## src/rtl/core/rlp_pkg.sv

```systemverilog
`default_nettype none

package rlp_pkg;

    localparam int VALUE_WIDTH = 32;
    localparam int VALUE_OUT_W = 32;
    localparam int CHAR_W      = 8;
    localparam int DIGIT_W     = 6;
    localparam int KILO_SHIFT  = 10;

    localparam logic [CHAR_W-1:0] CH_NUL   = 8'h00;
    localparam logic [CHAR_W-1:0] CH_TAB   = 8'h09;
    localparam logic [CHAR_W-1:0] CH_SPACE = 8'h20;
    localparam logic [CHAR_W-1:0] CH_PLUS  = 8'h2B;
    localparam logic [CHAR_W-1:0] CH_MINUS = 8'h2D;
    localparam logic [CHAR_W-1:0] CH_DOT   = 8'h2E;
    localparam logic [CHAR_W-1:0] CH_ZERO  = 8'h30;
    localparam logic [CHAR_W-1:0] CH_NINE  = 8'h39;
    localparam logic [CHAR_W-1:0] CH_UA    = 8'h41;
    localparam logic [CHAR_W-1:0] CH_UB    = 8'h42;
    localparam logic [CHAR_W-1:0] CH_UD    = 8'h44;
    localparam logic [CHAR_W-1:0] CH_UH    = 8'h48;
    localparam logic [CHAR_W-1:0] CH_UK    = 8'h4B;
    localparam logic [CHAR_W-1:0] CH_UO    = 8'h4F;
    localparam logic [CHAR_W-1:0] CH_UQ    = 8'h51;
    localparam logic [CHAR_W-1:0] CH_UX    = 8'h58;
    localparam logic [CHAR_W-1:0] CH_UZ    = 8'h5A;
    localparam logic [CHAR_W-1:0] CH_LA    = 8'h61;
    localparam logic [CHAR_W-1:0] CH_LZ    = 8'h7A;
    localparam logic [CHAR_W-1:0] CASE_GAP = 8'h20;
    localparam logic [CHAR_W-1:0] DIGIT_LETTER_OFS = 8'h0A;
    localparam logic [CHAR_W-1:0] NO_DIGIT = 8'hFF;

    typedef enum logic [1:0] {
        PH_BLANKS,
        PH_FIRST,
        PH_AFTER_ZERO,
        PH_BODY
    } phase_t;

    // Encoding matches the bit order of the digit fit flags.
    typedef enum logic [1:0] {
        BASE_BIN = 2'd0,
        BASE_OCT = 2'd1,
        BASE_DEC = 2'd2,
        BASE_HEX = 2'd3
    } base_t;

    typedef struct packed {
        logic                   ok;
        logic                   neg;
        logic                   kilo;
        logic [VALUE_WIDTH-1:0] acc;
    } fin_t;

    function automatic logic [CHAR_W-1:0] upcase(input logic [CHAR_W-1:0] c);
        if (c >= CH_LA && c <= CH_LZ)
        begin
            return c - CASE_GAP;
        end
        return c;
    endfunction

    function automatic logic [CHAR_W-1:0] digit_of(input logic [CHAR_W-1:0] c);
        logic [CHAR_W-1:0] u;
        u = upcase(c);
        if (u >= CH_ZERO && u <= CH_NINE)
        begin
            return u - CH_ZERO;
        end
        if (u >= CH_UA && u <= CH_UZ)
        begin
            return u - CH_UA + DIGIT_LETTER_OFS;
        end
        return NO_DIGIT;
    endfunction

endpackage

`default_nettype wire

```

## src/rtl/core/rlp_char_if.sv

```systemverilog
`default_nettype none

interface rlp_char_if
    import rlp_pkg::*;
();
    logic              valid;
    logic              ready;
    logic [CHAR_W-1:0] char_code;

    modport source (output valid, output char_code, input ready);
    modport sink   (input valid, input char_code, output ready);
endinterface

`default_nettype wire

```

## src/rtl/core/rlp_result_if.sv

```systemverilog
`default_nettype none

interface rlp_result_if
    import rlp_pkg::*;
();
    logic                          valid;
    logic                          ready;
    logic                          ok;
    logic signed [VALUE_OUT_W-1:0] value;

    modport source (output valid, output ok, output value, input ready);
    modport sink   (input valid, input ok, input value, output ready);
endinterface

`default_nettype wire

```

## src/rtl/core/rlp_scan.sv

```systemverilog
`default_nettype none

module rlp_scan
    import rlp_pkg::*;
(
    input  wire logic   clk,
    input  wire logic   rst_n,
    rlp_char_if.sink    chars,
    input  wire logic   fin_ready,
    output logic        fin_valid,
    output fin_t        fin
);

    phase_t                 phase_reg, phase_next;
    logic                   neg_reg, neg_next;
    logic                   zero_prefix_reg, zero_prefix_next;
    logic                   hex_prefix_reg, hex_prefix_next;
    logic [CHAR_W-1:0]      held_char_reg, held_char_next;
    logic                   have_held_reg, have_held_next;
    logic [VALUE_WIDTH-1:0] acc_bin_reg, acc_bin_next;
    logic [VALUE_WIDTH-1:0] acc_oct_reg, acc_oct_next;
    logic [VALUE_WIDTH-1:0] acc_dec_reg, acc_dec_next;
    logic [VALUE_WIDTH-1:0] acc_hex_reg, acc_hex_next;
    logic [3:0]             fit_reg, fit_next;
    logic                   fin_valid_reg, fin_valid_next;
    fin_t                   fin_reg, fin_next;

    logic [CHAR_W-1:0]      c;
    logic [CHAR_W-1:0]      held_digit;
    logic [VALUE_WIDTH-1:0] d_ext;
    logic [VALUE_WIDTH-1:0] push_bin, push_oct, push_dec, push_hex;
    logic [3:0]             push_fit;
    logic                   accept;
    logic                   is_blank, is_sign;
    phase_t                 eff_phase;
    logic                   do_body;
    logic [CHAR_W-1:0]      body_c;
    logic                   use_push;
    base_t                  base;
    logic                   kilo;
    logic [VALUE_WIDTH-1:0] sel_acc;
    logic [3:0]             sel_fit;

    assign c          = chars.char_code;
    assign accept     = chars.valid && chars.ready;
    assign chars.ready = !fin_valid_reg || fin_ready;
    assign fin_valid  = fin_valid_reg;
    assign fin        = fin_reg;

    assign held_digit = digit_of(held_char_reg);
    assign d_ext      = VALUE_WIDTH'(held_digit[DIGIT_W-1:0]);
    assign push_bin   = (acc_bin_reg << 1) + d_ext;
    assign push_oct   = (acc_oct_reg << 3) + d_ext;
    assign push_dec   = (acc_dec_reg << 3) + (acc_dec_reg << 1) + d_ext;
    assign push_hex   = (acc_hex_reg << 4) + d_ext;

    always_comb
    begin
        push_fit = fit_reg;
        if (held_digit >= 8'd2)
        begin
            push_fit[BASE_BIN] = 1'b0;
        end
        if (held_digit >= 8'd8)
        begin
            push_fit[BASE_OCT] = 1'b0;
        end
        if (held_digit >= 8'd10)
        begin
            push_fit[BASE_DEC] = 1'b0;
        end
        if (held_digit >= 8'd16)
        begin
            push_fit[BASE_HEX] = 1'b0;
        end
    end

    assign is_blank  = (c == CH_SPACE) || (c == CH_TAB);
    assign is_sign   = (c == CH_PLUS) || (c == CH_MINUS);
    assign eff_phase = (phase_reg == PH_BLANKS) ? PH_FIRST : phase_reg;

    always_ff @(posedge clk or negedge rst_n)
    begin
        if (!rst_n)
        begin
            phase_reg       <= PH_BLANKS;
            neg_reg         <= 1'b0;
            zero_prefix_reg <= 1'b0;
            hex_prefix_reg  <= 1'b0;
            held_char_reg   <= '0;
            have_held_reg   <= 1'b0;
            acc_bin_reg     <= '0;
            acc_oct_reg     <= '0;
            acc_dec_reg     <= '0;
            acc_hex_reg     <= '0;
            fit_reg         <= '1;
            fin_valid_reg   <= 1'b0;
        end
        else
        begin
            phase_reg       <= phase_next;
            neg_reg         <= neg_next;
            zero_prefix_reg <= zero_prefix_next;
            hex_prefix_reg  <= hex_prefix_next;
            held_char_reg   <= held_char_next;
            have_held_reg   <= have_held_next;
            acc_bin_reg     <= acc_bin_next;
            acc_oct_reg     <= acc_oct_next;
            acc_dec_reg     <= acc_dec_next;
            acc_hex_reg     <= acc_hex_next;
            fit_reg         <= fit_next;
            fin_valid_reg   <= fin_valid_next;
        end
    end

    always_ff @(posedge clk)
    begin
        fin_reg <= fin_next;
    end

    always_comb
    begin
        phase_next       = phase_reg;
        neg_next         = neg_reg;
        zero_prefix_next = zero_prefix_reg;
        hex_prefix_next  = hex_prefix_reg;
        held_char_next   = held_char_reg;
        have_held_next   = have_held_reg;
        acc_bin_next     = acc_bin_reg;
        acc_oct_next     = acc_oct_reg;
        acc_dec_next     = acc_dec_reg;
        acc_hex_next     = acc_hex_reg;
        fit_next         = fit_reg;
        fin_valid_next   = fin_valid_reg;
        fin_next         = fin_reg;
        do_body          = 1'b0;
        body_c           = c;
        use_push         = 1'b0;
        base             = BASE_DEC;
        kilo             = 1'b0;

        // The held character is a suffix candidate until the string ends.
        if (zero_prefix_reg)
        begin
            use_push = have_held_reg;
            base     = hex_prefix_reg ? BASE_HEX : BASE_OCT;
        end
        else if (have_held_reg)
        begin
            unique case (upcase(held_char_reg))
                CH_UB:         base = BASE_BIN;
                CH_UO, CH_UQ:  base = BASE_OCT;
                CH_UD, CH_DOT: base = BASE_DEC;
                CH_UH:         base = BASE_HEX;
                CH_UK:         kilo = 1'b1;
                default:       use_push = 1'b1;
            endcase
        end

        sel_fit = use_push ? push_fit : fit_reg;
        unique case (base)
            BASE_BIN: sel_acc = use_push ? push_bin : acc_bin_reg;
            BASE_OCT: sel_acc = use_push ? push_oct : acc_oct_reg;
            BASE_DEC: sel_acc = use_push ? push_dec : acc_dec_reg;
            BASE_HEX: sel_acc = use_push ? push_hex : acc_hex_reg;
            default:  sel_acc = acc_dec_reg;
        endcase

        if (fin_ready)
        begin
            fin_valid_next = 1'b0;
        end

        if (accept)
        begin
            if (c != CH_NUL)
            begin
                if (phase_reg == PH_BLANKS && is_blank)
                begin
                    phase_next = PH_BLANKS;
                end
                else if (phase_reg == PH_BLANKS && is_sign)
                begin
                    neg_next   = (c == CH_MINUS);
                    phase_next = PH_FIRST;
                end
                else
                begin
                    do_body = 1'b1;
                    unique case (eff_phase)
                        PH_FIRST:
                        begin
                            if (c == CH_ZERO)
                            begin
                                zero_prefix_next = 1'b1;
                                phase_next       = PH_AFTER_ZERO;
                            end
                            else
                            begin
                                phase_next = PH_BODY;
                            end
                        end
                        PH_AFTER_ZERO:
                        begin
                            phase_next = PH_BODY;
                            if (upcase(c) == CH_UX)
                            begin
                                hex_prefix_next = 1'b1;
                                body_c          = CH_ZERO;
                            end
                        end
                        default:
                        begin
                            phase_next = PH_BODY;
                        end
                    endcase
                end

                if (do_body)
                begin
                    if (have_held_reg)
                    begin
                        acc_bin_next = push_bin;
                        acc_oct_next = push_oct;
                        acc_dec_next = push_dec;
                        acc_hex_next = push_hex;
                        fit_next     = push_fit;
                    end
                    held_char_next = body_c;
                    have_held_next = 1'b1;
                end
            end
            else
            begin
                fin_valid_next   = 1'b1;
                fin_next.ok      = (phase_reg != PH_BLANKS) && sel_fit[base];
                fin_next.neg     = neg_reg;
                fin_next.kilo    = kilo;
                fin_next.acc     = sel_acc;
                phase_next       = PH_BLANKS;
                neg_next         = 1'b0;
                zero_prefix_next = 1'b0;
                hex_prefix_next  = 1'b0;
                held_char_next   = '0;
                have_held_next   = 1'b0;
                acc_bin_next     = '0;
                acc_oct_next     = '0;
                acc_dec_next     = '0;
                acc_hex_next     = '0;
                fit_next         = '1;
            end
        end
    end

endmodule

`default_nettype wire

```

## src/rtl/core/rlp_result.sv

```systemverilog
`default_nettype none

module rlp_result
    import rlp_pkg::*;
(
    input  wire logic     clk,
    input  wire logic     rst_n,
    input  wire logic     fin_valid,
    input  wire fin_t     fin,
    output logic          fin_ready,
    rlp_result_if.source  results
);

    logic                          out_valid_reg, out_valid_next;
    logic                          ok_reg, ok_next;
    logic signed [VALUE_OUT_W-1:0] value_reg, value_next;
    logic [VALUE_WIDTH-1:0]        signed_acc;
    logic [VALUE_WIDTH-1:0]        scaled;

    assign fin_ready     = !out_valid_reg || results.ready;
    assign results.valid = out_valid_reg;
    assign results.ok    = ok_reg;
    assign results.value = value_reg;

    assign signed_acc = fin.neg ? (VALUE_WIDTH'(0) - fin.acc) : fin.acc;
    assign scaled     = fin.kilo ? (signed_acc << KILO_SHIFT) : signed_acc;

    always_comb
    begin
        out_valid_next = out_valid_reg;
        ok_next        = ok_reg;
        value_next     = value_reg;
        if (fin_ready)
        begin
            out_valid_next = fin_valid;
            if (fin_valid)
            begin
                ok_next    = fin.ok;
                value_next = fin.ok ? VALUE_OUT_W'(signed'(scaled)) : '0;
            end
        end
    end

    always_ff @(posedge clk or negedge rst_n)
    begin
        if (!rst_n)
        begin
            out_valid_reg <= 1'b0;
        end
        else
        begin
            out_valid_reg <= out_valid_next;
        end
    end

    always_ff @(posedge clk)
    begin
        ok_reg    <= ok_next;
        value_reg <= value_next;
    end

endmodule

`default_nettype wire

```

## src/rtl/core/radix_literal_parser_unit.sv

```systemverilog
// Parses an ASCII integer literal that arrives one character per transfer.
// The chars channel carries char_code; a NUL character ends the string.
// Leading blanks and one sign are skipped; the base comes from a 0 or 0x
// prefix or a B, O, Q, D, '.' or H suffix, else decimal; K scales by 1024.
// Each finished string yields one transfer on the results channel with ok
// and the signed value, which wraps to the value width; value is 0 when ok
// is 0.
// Throughput is one character per cycle while chars is not held off: the
// parser state and the four base accumulators update in the cycle a
// character is accepted. From the NUL transfer, the result passes through
// the parse register and then the output register before it is valid.
// When the receiver stalls, the finished result holds in the output
// register and the next result can wait in the parse register; chars is
// held off whenever the parse register holds a result that cannot move on.
// Reset clears the parse state, so the next character starts a new string,
// and drops any result not yet transferred.
`default_nettype none

module radix_literal_parser_unit
    import rlp_pkg::*;
(
    input  wire logic    clk,
    input  wire logic    rst_n,
    rlp_char_if.sink     chars,
    rlp_result_if.source results
);

    logic fin_valid;
    logic fin_ready;
    fin_t fin;

    rlp_scan u_scan (
        .clk       (clk),
        .rst_n     (rst_n),
        .chars     (chars),
        .fin_ready (fin_ready),
        .fin_valid (fin_valid),
        .fin       (fin)
    );

    rlp_result u_result (
        .clk       (clk),
        .rst_n     (rst_n),
        .fin_valid (fin_valid),
        .fin       (fin),
        .fin_ready (fin_ready),
        .results   (results)
    );

endmodule

`default_nettype wire
```

## src/flat_wrapper.sv

```systemverilog
// flat-port wrapper written by rule: the top's interface ports become plain ports
module radix_literal_parser_unit_flat import rlp_pkg::*;
  (clk, rst_n, chars_valid, chars_char_code, chars_ready, results_valid, results_ok, results_value, results_ready);
  rlp_char_if chars_i ();
  rlp_result_if results_i ();
  input  wire logic clk;
  input  wire logic rst_n;
  input wire logic [$bits(chars_i.valid)-1:0] chars_valid;
  input wire logic [$bits(chars_i.char_code)-1:0] chars_char_code;
  output wire logic [$bits(chars_i.ready)-1:0] chars_ready;
  output wire logic [$bits(results_i.valid)-1:0] results_valid;
  output wire logic [$bits(results_i.ok)-1:0] results_ok;
  output wire logic [$bits(results_i.value)-1:0] results_value;
  input wire logic [$bits(results_i.ready)-1:0] results_ready;
  assign chars_i.valid = chars_valid;
  assign chars_i.char_code = chars_char_code;
  assign chars_ready = chars_i.ready;
  assign results_valid = results_i.valid;
  assign results_ok = results_i.ok;
  assign results_value = results_i.value;
  assign results_i.ready = results_ready;
  radix_literal_parser_unit u_core (.clk(clk), .rst_n(rst_n), .chars(chars_i), .results(results_i));
endmodule
```

## config.mk

```make
export PLATFORM = sky130hd
export DESIGN_NAME = radix_literal_parser_unit_flat
export DESIGN_NICKNAME = d
export VERILOG_FILES = /design/src/rtl/core/rlp_pkg.sv /design/src/rtl/core/rlp_char_if.sv /design/src/rtl/core/rlp_result_if.sv /design/src/rtl/core/rlp_scan.sv /design/src/rtl/core/rlp_result.sv /design/src/rtl/core/radix_literal_parser_unit.sv /design/src/flat_wrapper.sv
export SDC_FILE = /design/constraint.sdc
export NUM_CORES = 1
export LEC_CHECK = 0
export BUFFER_PORTS_ARGS = -buffer_cell sky130_fd_sc_hd__buf_2
export CAP_MARGIN = 5
export CELL_PAD_IN_SITES_DETAIL_PLACEMENT = 1
export CELL_PAD_IN_SITES_GLOBAL_PLACEMENT = 1
export CORE_MARGIN = 2
export CORE_UTILIZATION = 34
export DETAILED_ROUTE_END_ITERATION = 8
export GPL_TIMING_DRIVEN = 0
export PLACE_DENSITY = 0.55
export SYNTH_ARGS = -nofsm -noshare
export SYNTH_HDL_FRONTEND = slang
export SYNTH_SLANG_ARGS = --single-unit
```

## constraint.sdc

```tcl
create_clock -name clk -period 10.7 [get_ports clk]
set_clock_uncertainty 0.05 [all_clocks]
set_input_delay 2.14 -clock clk [delete_from_list [all_inputs] [get_ports clk]]
set_output_delay 2.14 -clock clk [all_outputs]
set_load 0.02 [all_outputs]
```

==> results.sh, run 1 <==
export IMPL_startpoint_type="register"
export IMPL_maxCapViolCount=0
export IMPL_cts_sinks=209
export IMPL_grt_total_usage_pct=25.8
export IMPL_cts_root_buf="clkbuf_16"
export IMPL_fin_crit_ns=8.37
export IMPL_cts_setup_buffers=0
export IMPL_setup_violations_final=0
export IMPL_syn_area_mm2=0.0144
export IMPL_cp_max_fo=10
export IMPL_grt_pass1_vias=13100
export IMPL_critPathMaxStageDelay_ns=0.83
export IMPL_io_buffers=46
export IMPL_hold_viol_final=0
export IMPL_avgViaCountPerCell=5.80
export IMPL_cts_htree_levels=1
export IMPL_synthToLayoutAreaGrowth_pct=13.5
export IMPL_ioPinCount=47
export IMPL_required_ns=10.93
export IMPL_synth_cell_types=81
export IMPL_p_int_mw=2.47
export IMPL_power_switching_mw=2.11
export IMPL_synth_cells=1570
export IMPL_drive_above_1_share_pct=8.15
export IMPL_largest_register_ffs=35
export IMPL_p_seq_share_pct=28.7
export IMPL_min_from="u_core.u_scan.neg_reg"
export IMPL_wl_per_cell_um=25.5
export IMPL_nets=1747
export IMPL_rsz0062_at_grt="false"
export IMPL_whs_ns=0.407
export IMPL_synth_edff_count=68
export IMPL_antenna_found_initial=4
export IMPL_die_h_um=210
export IMPL_fin_crit_sh_pct=78.2
export IMPL_path_class="reg -> reg"
export IMPL_drv_slew=0
export IMPL_synth_area_per_cell_um2=9.15
export IMPL_tightest_slew_ns=1.17
export IMPL_cts_max_path_buffers=3
export IMPL_p_per_area_mw_per_mm2=281
export IMPL_synth_area_leaders="dfrtp_1 (24%), edfxtp_1 (14%), ha_1 (6.9%), nand2_1 (5.4%), o21ai_0 (4.6%)"
export IMPL_grt_overflow=0
export IMPL_initial_utilization_pct=34.3
export IMPL_crit_buf_inv=3
export IMPL_tns_ns=0
export IMPL_endpoint_kind="register"
export IMPL_power_share_clock_pct=21.0
export IMPL_ant_nets=0
export IMPL_yosysTopAreaCell="dfrtp_1"
export IMPL_ys_flop_type="dfrtp_1"
export IMPL_hold_buffers=0
export IMPL_slew_headroom_pct=22.3
export IMPL_place_gp_congestion=0.894
export IMPL_min_path_type="reg -> reg"
export IMPL_clk_pin_slew_ns=0.06
export IMPL_worstPathArrival_ns=8.60
export IMPL_grt_pass1_wl_um=85400
export IMPL_fp_row_count=75
export IMPL_final_cell_mix="nand2_1 (207), dfrtp_1 (137), o21ai_0 (133), nor2_1 (96), ha_1 (79)"
export IMPL_fp_dieW_um=210
export IMPL_ys_seq_elements=209
export IMPL_hpwlAfterDp_um=44100
export IMPL_p_sw_share_pct=46.1
export IMPL_drc=0
export IMPL_async_reset_ff_share_pct=67.5
export IMPL_drtPass1Iterations=6
export IMPL_fillCellCount=4875
export IMPL_vias=12800
export IMPL_ys_seq_area_share_pct=38.8
export IMPL_layout_commonest_cell="nand2_1"
export IMPL_critical_path_startpoint="u_core.u_scan.held_char_reg[1]"
export IMPL_core_region_area_mm2=0.0419
export IMPL_ctsResizeCount=0
export IMPL_slowest_stage="o21ai_0"
export IMPL_drt_initial_drc_count=890
export IMPL_synth_warnings=0
export IMPL_comb_power_share_pct=50.3
export IMPL_synth_nets=1668
export IMPL_peakVddDrop_mv=0.130
export IMPL_p_leak_nw=6.83
export IMPL_yosys_area_top_type_share_pct=23.9
export IMPL_cts_buffers=28
export IMPL_dieArea_mm2=0.0439
export IMPL_cts_tree="built"
export IMPL_r2r_start="u_core.u_scan.held_char_reg[1]"
export IMPL_wirelength_um=56300
export IMPL_grt_max_degree=83
export IMPL_clk_latency_ns=0.58
export IMPL_critPathTopFamily="compound AO/OA/AOI/OAI gates"
export IMPL_status="finished clean"
export IMPL_fmax_mhz=119
[metrics by stage]
step | worst slack (ns) | utilization, % | total power, mW | area (um^2) | instances
2_1_floorplan | 4.59 | - | 2.72 | 14400 | 1570
3_3_place_gp | 2.46 | 36.5 | 3.53 | 15300 | 2155
3_5_place_dp | 2.46 | 36.7 | 3.57 | 15400 | 2158
4_1_cts | 2.41 | 39.0 | 4.57 | 16300 | 2208
5_1_grt | 1.58 | 39.0 | 4.89 | 16300 | 2209
6_report | 2.33 | 39.0 | 4.59 | 16300 | 2209
[path summary, 6_finish.rpt]
path                                                     end  slack [ns]  cells past startpoint
worst max-delay path                   u_core.u_scan.fin[29]        2.33                     26
worst min-delay path                   u_core.u_scan.fin[33]        0.41                      0
worst max register to register         u_core.u_scan.fin[29]        2.33                     26
worst min register to register         u_core.u_scan.fin[33]        0.41                      0
max in group asynchronous           u_core.u_scan.fit_reg[0]        8.19                      2
min in group asynchronous       u_core.u_scan.acc_dec_reg[5]        1.51                      1
[layer usage]
metal	track usage, %	part of all wire (%)	vias to the layer above
met5	0	0.041	-
li1	-	-	5954
met4	7.12	2.8	4
met3	3.62	5.0	82
met2	39.4	43	313
met1	38.1	49	6463
[cell type report]
class	instances	area [um^2]	area share [%]
clock inverter	16	179	1.10
sequential	209	5580	34.2
inverter	46	173	1.06
multi-input combinational	1233	8320	51.0
clock buffer	34	753	4.62
buffer	82	313	1.92
antenna	1	2.50	0.0153
tap	539	674	4.14
timing repair buffer	49	312	1.91
[cell usage after synthesis, types with 10 or more instances]
cell      count
nand2b_1     10
o21ai_0     133
and2_1       16
a21o_1       19
a221o_1      12
a31oi_1      17
buf_1        11
and3_1       45
or3_1        12
mux2_2       12
o211ai_1     11
nor2_1       97
edfxtp_1     68
mux2i_1      20
nand2_1     207
a221oi_1     15
o22ai_1      13
xnor2_1      63
nor2b_1      15
clkbuf_1     67
nand3_1      43
a211oi_1     17
a22o_1       57
o31ai_1      12
nand4_1      12
a21oi_1      60
dfrtp_1     137
inv_1        44
xor2_1       76
nor4_1       13
ha_1         79
nor3_1       21
[logic make-up (layout without fill, tap and decap cells)]
family	after synthesis	count (layout)	share of synthesized area (%)
AND/OR/NAND/NOR	527	527	17.7
AO/OA/AOI/OAI	449	449	21.5
multiplexers	32	32	2.33
XOR/XNOR	139	139	8.47
adder cells (fa/ha/maj)	86	86	7.85
flip-flops	209	209	38.8
buffers and inverters	128	227	3.38
other	0	1	0
[power by group through the flow]
stage	sequential [mW]	clock (mW)	combinational, mW
floorplan	1.21	0	1.51
global placement	1.31	0	2.22
detailed placement	1.32	0	2.25
CTS	1.31	0.985	2.28
global route	1.34	1.02	2.53
finish	1.32	0.962	2.31
Power figures use the tool's default switching activity.
==> inputs of run 2 (changes only) <==
--- a/config.mk
+++ b/config.mk
@@ -13,7 +13,7 @@
 export CORE_UTILIZATION = 34
 export DETAILED_ROUTE_END_ITERATION = 8
 export GPL_TIMING_DRIVEN = 0
-export PLACE_DENSITY = 0.55
+export PLACE_DENSITY = 0.58
 export SYNTH_ARGS = -nofsm -noshare
 export SYNTH_HDL_FRONTEND = slang
 export SYNTH_SLANG_ARGS = --single-unit
==> constraint.sdc (replaced) <==
create_clock -name clk -period 7.32 [get_ports clk]
set_clock_uncertainty 0.05 [all_clocks]
set_input_delay 1.464 -clock clk [delete_from_list [all_inputs] [get_ports clk]]
set_output_delay 1.464 -clock clk [all_outputs]
set_load 0.02 [all_outputs]
==> results.sh, run 2 (synthesis results as in run 1) <==
export IMPL_place_ws_ns=-0.708
export IMPL_fillCellCount=4840
export IMPL_grt_pass1_wl_um=83000
export IMPL_antenna_found_initial=1
export IMPL_whs_endpoint="u_core.u_scan.acc_oct_reg[31]"
export IMPL_critPathMaxStageDelay_ns=0.68
export IMPL_ioPinCount=47
export IMPL_die_h_um=210
export IMPL_crit_buf_inv=4
export IMPL_cts_root_buf="clkbuf_16"
export IMPL_hold_buffers=0
export IMPL_ant_nets=0
export IMPL_tightest_slew_ns=1.09
export IMPL_peakVddDrop_mv=0.198
export IMPL_dieArea_mm2=0.0439
export IMPL_wirelength_um=54000
export IMPL_synthToLayoutAreaGrowth_pct=14.7
export IMPL_wl_per_cell_um=24.4
export IMPL_io_buffers=46
export IMPL_status="finished clean"
export IMPL_startpoint_type="register"
export IMPL_grt_pass1_vias=13100
export IMPL_hold_viol_final=0
export IMPL_avgViaCountPerCell=5.82
export IMPL_cts_tree="built"
export IMPL_fin_crit_ns=6.80
export IMPL_grt_max_degree=81
export IMPL_dpl_cell_count=2157
export IMPL_r2r_start="u_core.u_scan.held_char_reg[1]"
export IMPL_place_gp_congestion=0.904
export IMPL_stdcell_count=2214
export IMPL_reg2reg_slack_ns=0.52
export IMPL_min_from="u_core.u_scan.acc_oct_reg[31]"
export IMPL_slowest_stage="or4b_2"
export IMPL_p_leak_nw=6.91
export IMPL_initial_utilization_pct=34.3
export IMPL_worstHoldPathCells=2
export IMPL_drv_slew=0
export IMPL_reg2reg_to="u_core.u_scan.fin[31]"
export IMPL_slew_headroom_pct=27.2
export IMPL_hpwlAfterDp_um=42300
export IMPL_drive_above_1_share_pct=9.50
export IMPL_clk_latency_ns=0.57
export IMPL_cts_sinks=209
export IMPL_clk_pin_slew_ns=0.06
export IMPL_final_cell_mix="nand2_1 (207), dfrtp_1 (137), o21ai_0 (126), nor2_1 (95), ha_1 (79)"
export IMPL_cts_buffers=28
export IMPL_critPathTopFamily="simple AND/OR/NAND/NOR gates"
export IMPL_cts_htree_levels=1
export IMPL_r2r_cells=27
export IMPL_required_ns=7.57
export IMPL_setup_violations_final=0
export IMPL_cp_max_fo=10
export IMPL_layout_commonest_cell="nand2_1"
export IMPL_path_class="reg -> reg"
export IMPL_fp_dieW_um=210
export IMPL_rsz0062_at_grt="true"
export IMPL_worstPathArrival_ns=7.05
export IMPL_largest_register_ffs=35
export IMPL_drt_initial_drc_count=826
export IMPL_fmax_mhz=147
export IMPL_setup_ws_ns=0.522
export IMPL_drtPass1Iterations=5
export IMPL_endpoint_kind="register"
export IMPL_whs_ns=0.434
export IMPL_p_per_area_mw_per_mm2=403
export IMPL_critical_path_startpoint="u_core.u_scan.held_char_reg[1]"
export IMPL_vias=12900
export IMPL_grt_total_usage_pct=24.9
export IMPL_drc=0
export IMPL_fin_crit_sh_pct=92.9
export IMPL_grt_overflow=0
export IMPL_nets=1750
export IMPL_path_depth=27
export IMPL_fp_row_count=75
export IMPL_core_region_area_mm2=0.0419
export IMPL_utilization_pct=39.4
export IMPL_min_path_type="reg -> reg"
export IMPL_maxCapViolCount=0
export IMPL_cts_max_path_buffers=3
-- run 2: timing repair --
action	in CTS	in global routing
endpoints found under the hold margin	0	0
resized for setup	12	19
buffers inserted	1	1
pin swaps	1	2
setup endpoints to repair	35	29
-- run 2: layer usage --
| layer | global-route usage (%) | share of wire (%) | routed length, um | up-vias |
|---|---|---|---|---|
| met1 | 35.3 | 47 | 25300 | 6489 |
| li1 | - | - | - | 5963 |
| met2 | 39.7 | 45 | 24200 | 344 |
| met3 | 2.60 | 5.0 | 2730 | 90 |
| met4 | 8.29 | 3.3 | 1760 | 0 |
| met5 | 0 | 0 | 0 | - |
-- run 2: worst max path at each step --
stage and end:
3_5_place_dp u_core.u_scan.fin[31], 3_3_place_gp u_core.u_scan.fin[31], 5_1_grt u_core.u_scan.fin[16], 6_report u_core.u_scan.fin[31], 4_1_cts u_core.u_scan.fin[30], 2_1_floorplan u_core.u_scan.fin[31]
-- run 2: worst min-delay path, delay by kind of cell (launching register included) --
kind,cells,cell delay [ns]
compound gates,1,0.06
flops,1,0.34
simple gates,1,0.04
-- run 2: per-stage QoR --
step           power (mW)  TNS, ns  cell area, um^2
2_1_floorplan        3.97        0            14400
3_3_place_gp         5.01   -10.36            15300
3_5_place_dp         5.07   -12.60            15300
4_1_cts              6.59        0            16400
5_1_grt              7.10  -0.0124            16500
6_report             6.64        0            16500
-- run 2: area by class of cell --
cell class                      instances  area (um^2)  area share, %
Antenna cell                            1         2.50         0.0152
Buffer                                 82          314           1.90
Clock buffer                           34          754           4.58
Clock inverter                         18          216           1.31
Inverter                               46          173           1.05
Multi-Input combinational cell       1233         8440           51.2
Sequential cell                       209         5580           33.8
Tap cell                              539          674           4.09
Timing Repair Buffer                   52          338           2.05
-- run 2: power by group --
part           switching (mW)  internal [mW]  total (mW)
Clock                   0.553          0.904        1.46
Combinational            2.00           1.27        3.27
Sequential              0.390           1.52        1.91
==> inputs of run 3 (changes only) <==
--- a/config.mk
+++ b/config.mk
@@ -10,10 +10,10 @@
 export CELL_PAD_IN_SITES_DETAIL_PLACEMENT = 1
 export CELL_PAD_IN_SITES_GLOBAL_PLACEMENT = 1
 export CORE_MARGIN = 2
-export CORE_UTILIZATION = 34
+export CORE_UTILIZATION = 25
 export DETAILED_ROUTE_END_ITERATION = 8
 export GPL_TIMING_DRIVEN = 0
-export PLACE_DENSITY = 0.58
+export PLACE_DENSITY = 0.51
 export SYNTH_ARGS = -nofsm -noshare
 export SYNTH_HDL_FRONTEND = slang
 export SYNTH_SLANG_ARGS = --single-unit
==> results.sh, run 3 (synthesis results as in run 1) <==
export IMPL_status="finished clean"
export IMPL_die_h_um=244
export IMPL_wirelength_um=57100
export IMPL_io_buffers=46
export IMPL_utilization_pct=29.7
export IMPL_startpoint_type="register"
export IMPL_place_gp_congestion=0.889
export IMPL_reg2reg_slack_ns=0.45
export IMPL_worstPathArrival_ns=7.06
export IMPL_rsz0062_at_grt="false"
export IMPL_fin_crit_sh_pct=93.9
export IMPL_critical_path_startpoint="u_core.u_scan.held_char_reg[1]"
export IMPL_drt_initial_drc_count=769
export IMPL_hold_viol_final=0
export IMPL_min_path_type="reg -> reg"
export IMPL_wl_per_cell_um=23.5
export IMPL_cp_max_fo=10
export IMPL_cp_endpoint="u_core.u_scan.fin[23]"
export IMPL_cts_sinks=209
export IMPL_dieArea_mm2=0.0594
export IMPL_slew_headroom_pct=28.8
export IMPL_drive_above_1_share_pct=10.0
export IMPL_avgViaCountPerCell=5.27
export IMPL_required_ns=7.50
export IMPL_stdcell_count=2430
export IMPL_ant_nets=0
export IMPL_dpl_cell_count=2375
export IMPL_clk_latency_ns=0.55
export IMPL_cts_max_path_buffers=3
export IMPL_largest_register_ffs=35
export IMPL_drc=0
export IMPL_p_leak_nw=6.91
export IMPL_fmax_mhz=145
export IMPL_peakVddDrop_mv=0.176
export IMPL_nets=1750
export IMPL_cts_tree="built"
export IMPL_fp_dieW_um=244
export IMPL_cts_buffers=26
export IMPL_grt_overflow=0
export IMPL_register_area_mm2=0.00558
export IMPL_drv_slew=0
export IMPL_hold_buffers=0
export IMPL_fillCellCount=6570
export IMPL_layout_commonest_cell="nand2_1"
export IMPL_reg2reg_to="u_core.u_scan.fin[23]"
export IMPL_ioPinCount=47
export IMPL_fp_row_count=87
export IMPL_hpwlAfterDp_um=43900
export IMPL_endpoint_kind="register"
export IMPL_vias=12800
export IMPL_fin_crit_ns=6.87
export IMPL_grt_pass1_vias=13200
export IMPL_r2r_start="u_core.u_scan.held_char_reg[1]"
export IMPL_grt_total_usage_pct=19.0
export IMPL_maxCapViolCount=0
export IMPL_multi_input_area_mm2=0.00847
export IMPL_clk_pin_slew_ns=0.06
export IMPL_cts_htree_levels=1
export IMPL_cts_root_buf="clkbuf_16"
export IMPL_tightest_slew_ns=1.07
export IMPL_grt_max_degree=73
export IMPL_drtPass1Iterations=7
export IMPL_synthToLayoutAreaGrowth_pct=16.9
export IMPL_antenna_found_initial=0
export IMPL_total_power_mw=6.80
export IMPL_p_per_area_mw_per_mm2=405
export IMPL_core_region_area_mm2=0.0566
export IMPL_initial_utilization_pct=25.4
export IMPL_worstHoldPathCells=0
export IMPL_setup_violations_final=0
export IMPL_path_class="reg -> reg"
export IMPL_grt_pass1_wl_um=85800
export IMPL_final_cell_mix="nand2_1 (205), dfrtp_1 (136), o21ai_0 (131), nor2_1 (96), ha_1 (78)"
export IMPL_r2r_cells=25
-- run 3: worst min-delay path by stage --
stage | start | end
after detailed placement | u_core.u_scan.neg_reg | u_core.u_scan.fin[33]
after floorplan | u_core.u_scan.neg_reg | u_core.u_scan.fin[33]
after global routing | u_core.u_scan.neg_reg | u_core.u_scan.fin[33]
after global placement | u_core.u_scan.neg_reg | u_core.u_scan.fin[33]
final | u_core.u_scan.neg_reg | u_core.u_scan.fin[33]
after CTS | u_core.u_scan.neg_reg | u_core.u_scan.fin[33]
-- run 3: layer usage --
metal  routed length [um]  global-route usage (%)  share of wire [%]  vias to the layer above
li1                     -                       -                  -                     5957
met1                26800                    26.5                 47                     6448
met2                25900                    30.4                 45                      336
met3                 3280                    3.33                5.7                       61
met4                 1170                    4.64                2.0                        0
met5                    0                       0                  0                        -
-- run 3: repair_timing --
| action | CTS | global route |
|---|---|---|
| pin swaps | 1 | 5 |
| buffers inserted | 1 | 4 |
| setup endpoints to repair | 45 | 31 |
| gates resized for setup | 12 | 22 |
-- run 3: area by class of cell --
type	count	area share [%]
Buffer	82	1.89
Clock inverter	19	1.69
Tap cell	756	5.63
Clock buffer	29	4.13
Antenna cell	2	0.0298
Timing Repair Buffer	54	2.00
Inverter	46	1.03
Sequential cell	209	33.2
Multi-Input combinational cell	1233	50.4
-- run 3: metrics by stage --
| stage | area (um^2) | setup TNS, ns | worst slack (ns) | hold WS, ns |
|---|---|---|---|---|
| global route | 16800 | 0 | 0.0339 | 0.418 |
| detailed placement | 15600 | -23.84 | -1.04 | 0.378 |
| floorplan | 14400 | 0 | 1.21 | 0.367 |
| finish | 16800 | 0 | 0.446 | 0.406 |
| global placement | 15500 | -19.77 | -0.985 | 0.387 |
| CTS | 16700 | 0 | 0.0258 | 0.407 |
-- run 3: worst max-delay path, cell delays in order, from the launching register on --
cell and delay (ns):
dfrtp_1 0.42, clkbuf_4 0.24, inv_1 0.10, ha_1 0.22, nor4b_4 0.15, nand2_1 0.09
o211ai_1 0.22, nand2_2 0.21, inv_1 0.08, ha_1 0.24, or3_1 0.35, nor3_1 0.15
a32o_1 0.27, nand2_2 0.14, o211ai_1 0.51, fa_1 0.51, inv_1 0.07, ha_1 0.25
nor2b_1 0.17, a311o_1 0.43, a21oi_4 0.30, a21oi_1 0.14, o41a_1 0.42, a31oi_2 0.27
mux2i_1 0.31, nand4_1 0.23
-- run 3: power breakdown --
part / internal, mW / switching (mW)
Combinational: 1.30 / 2.11
Clock: 0.928 / 0.545
Sequential: 1.52 / 0.400
Total: 3.75 / 3.06
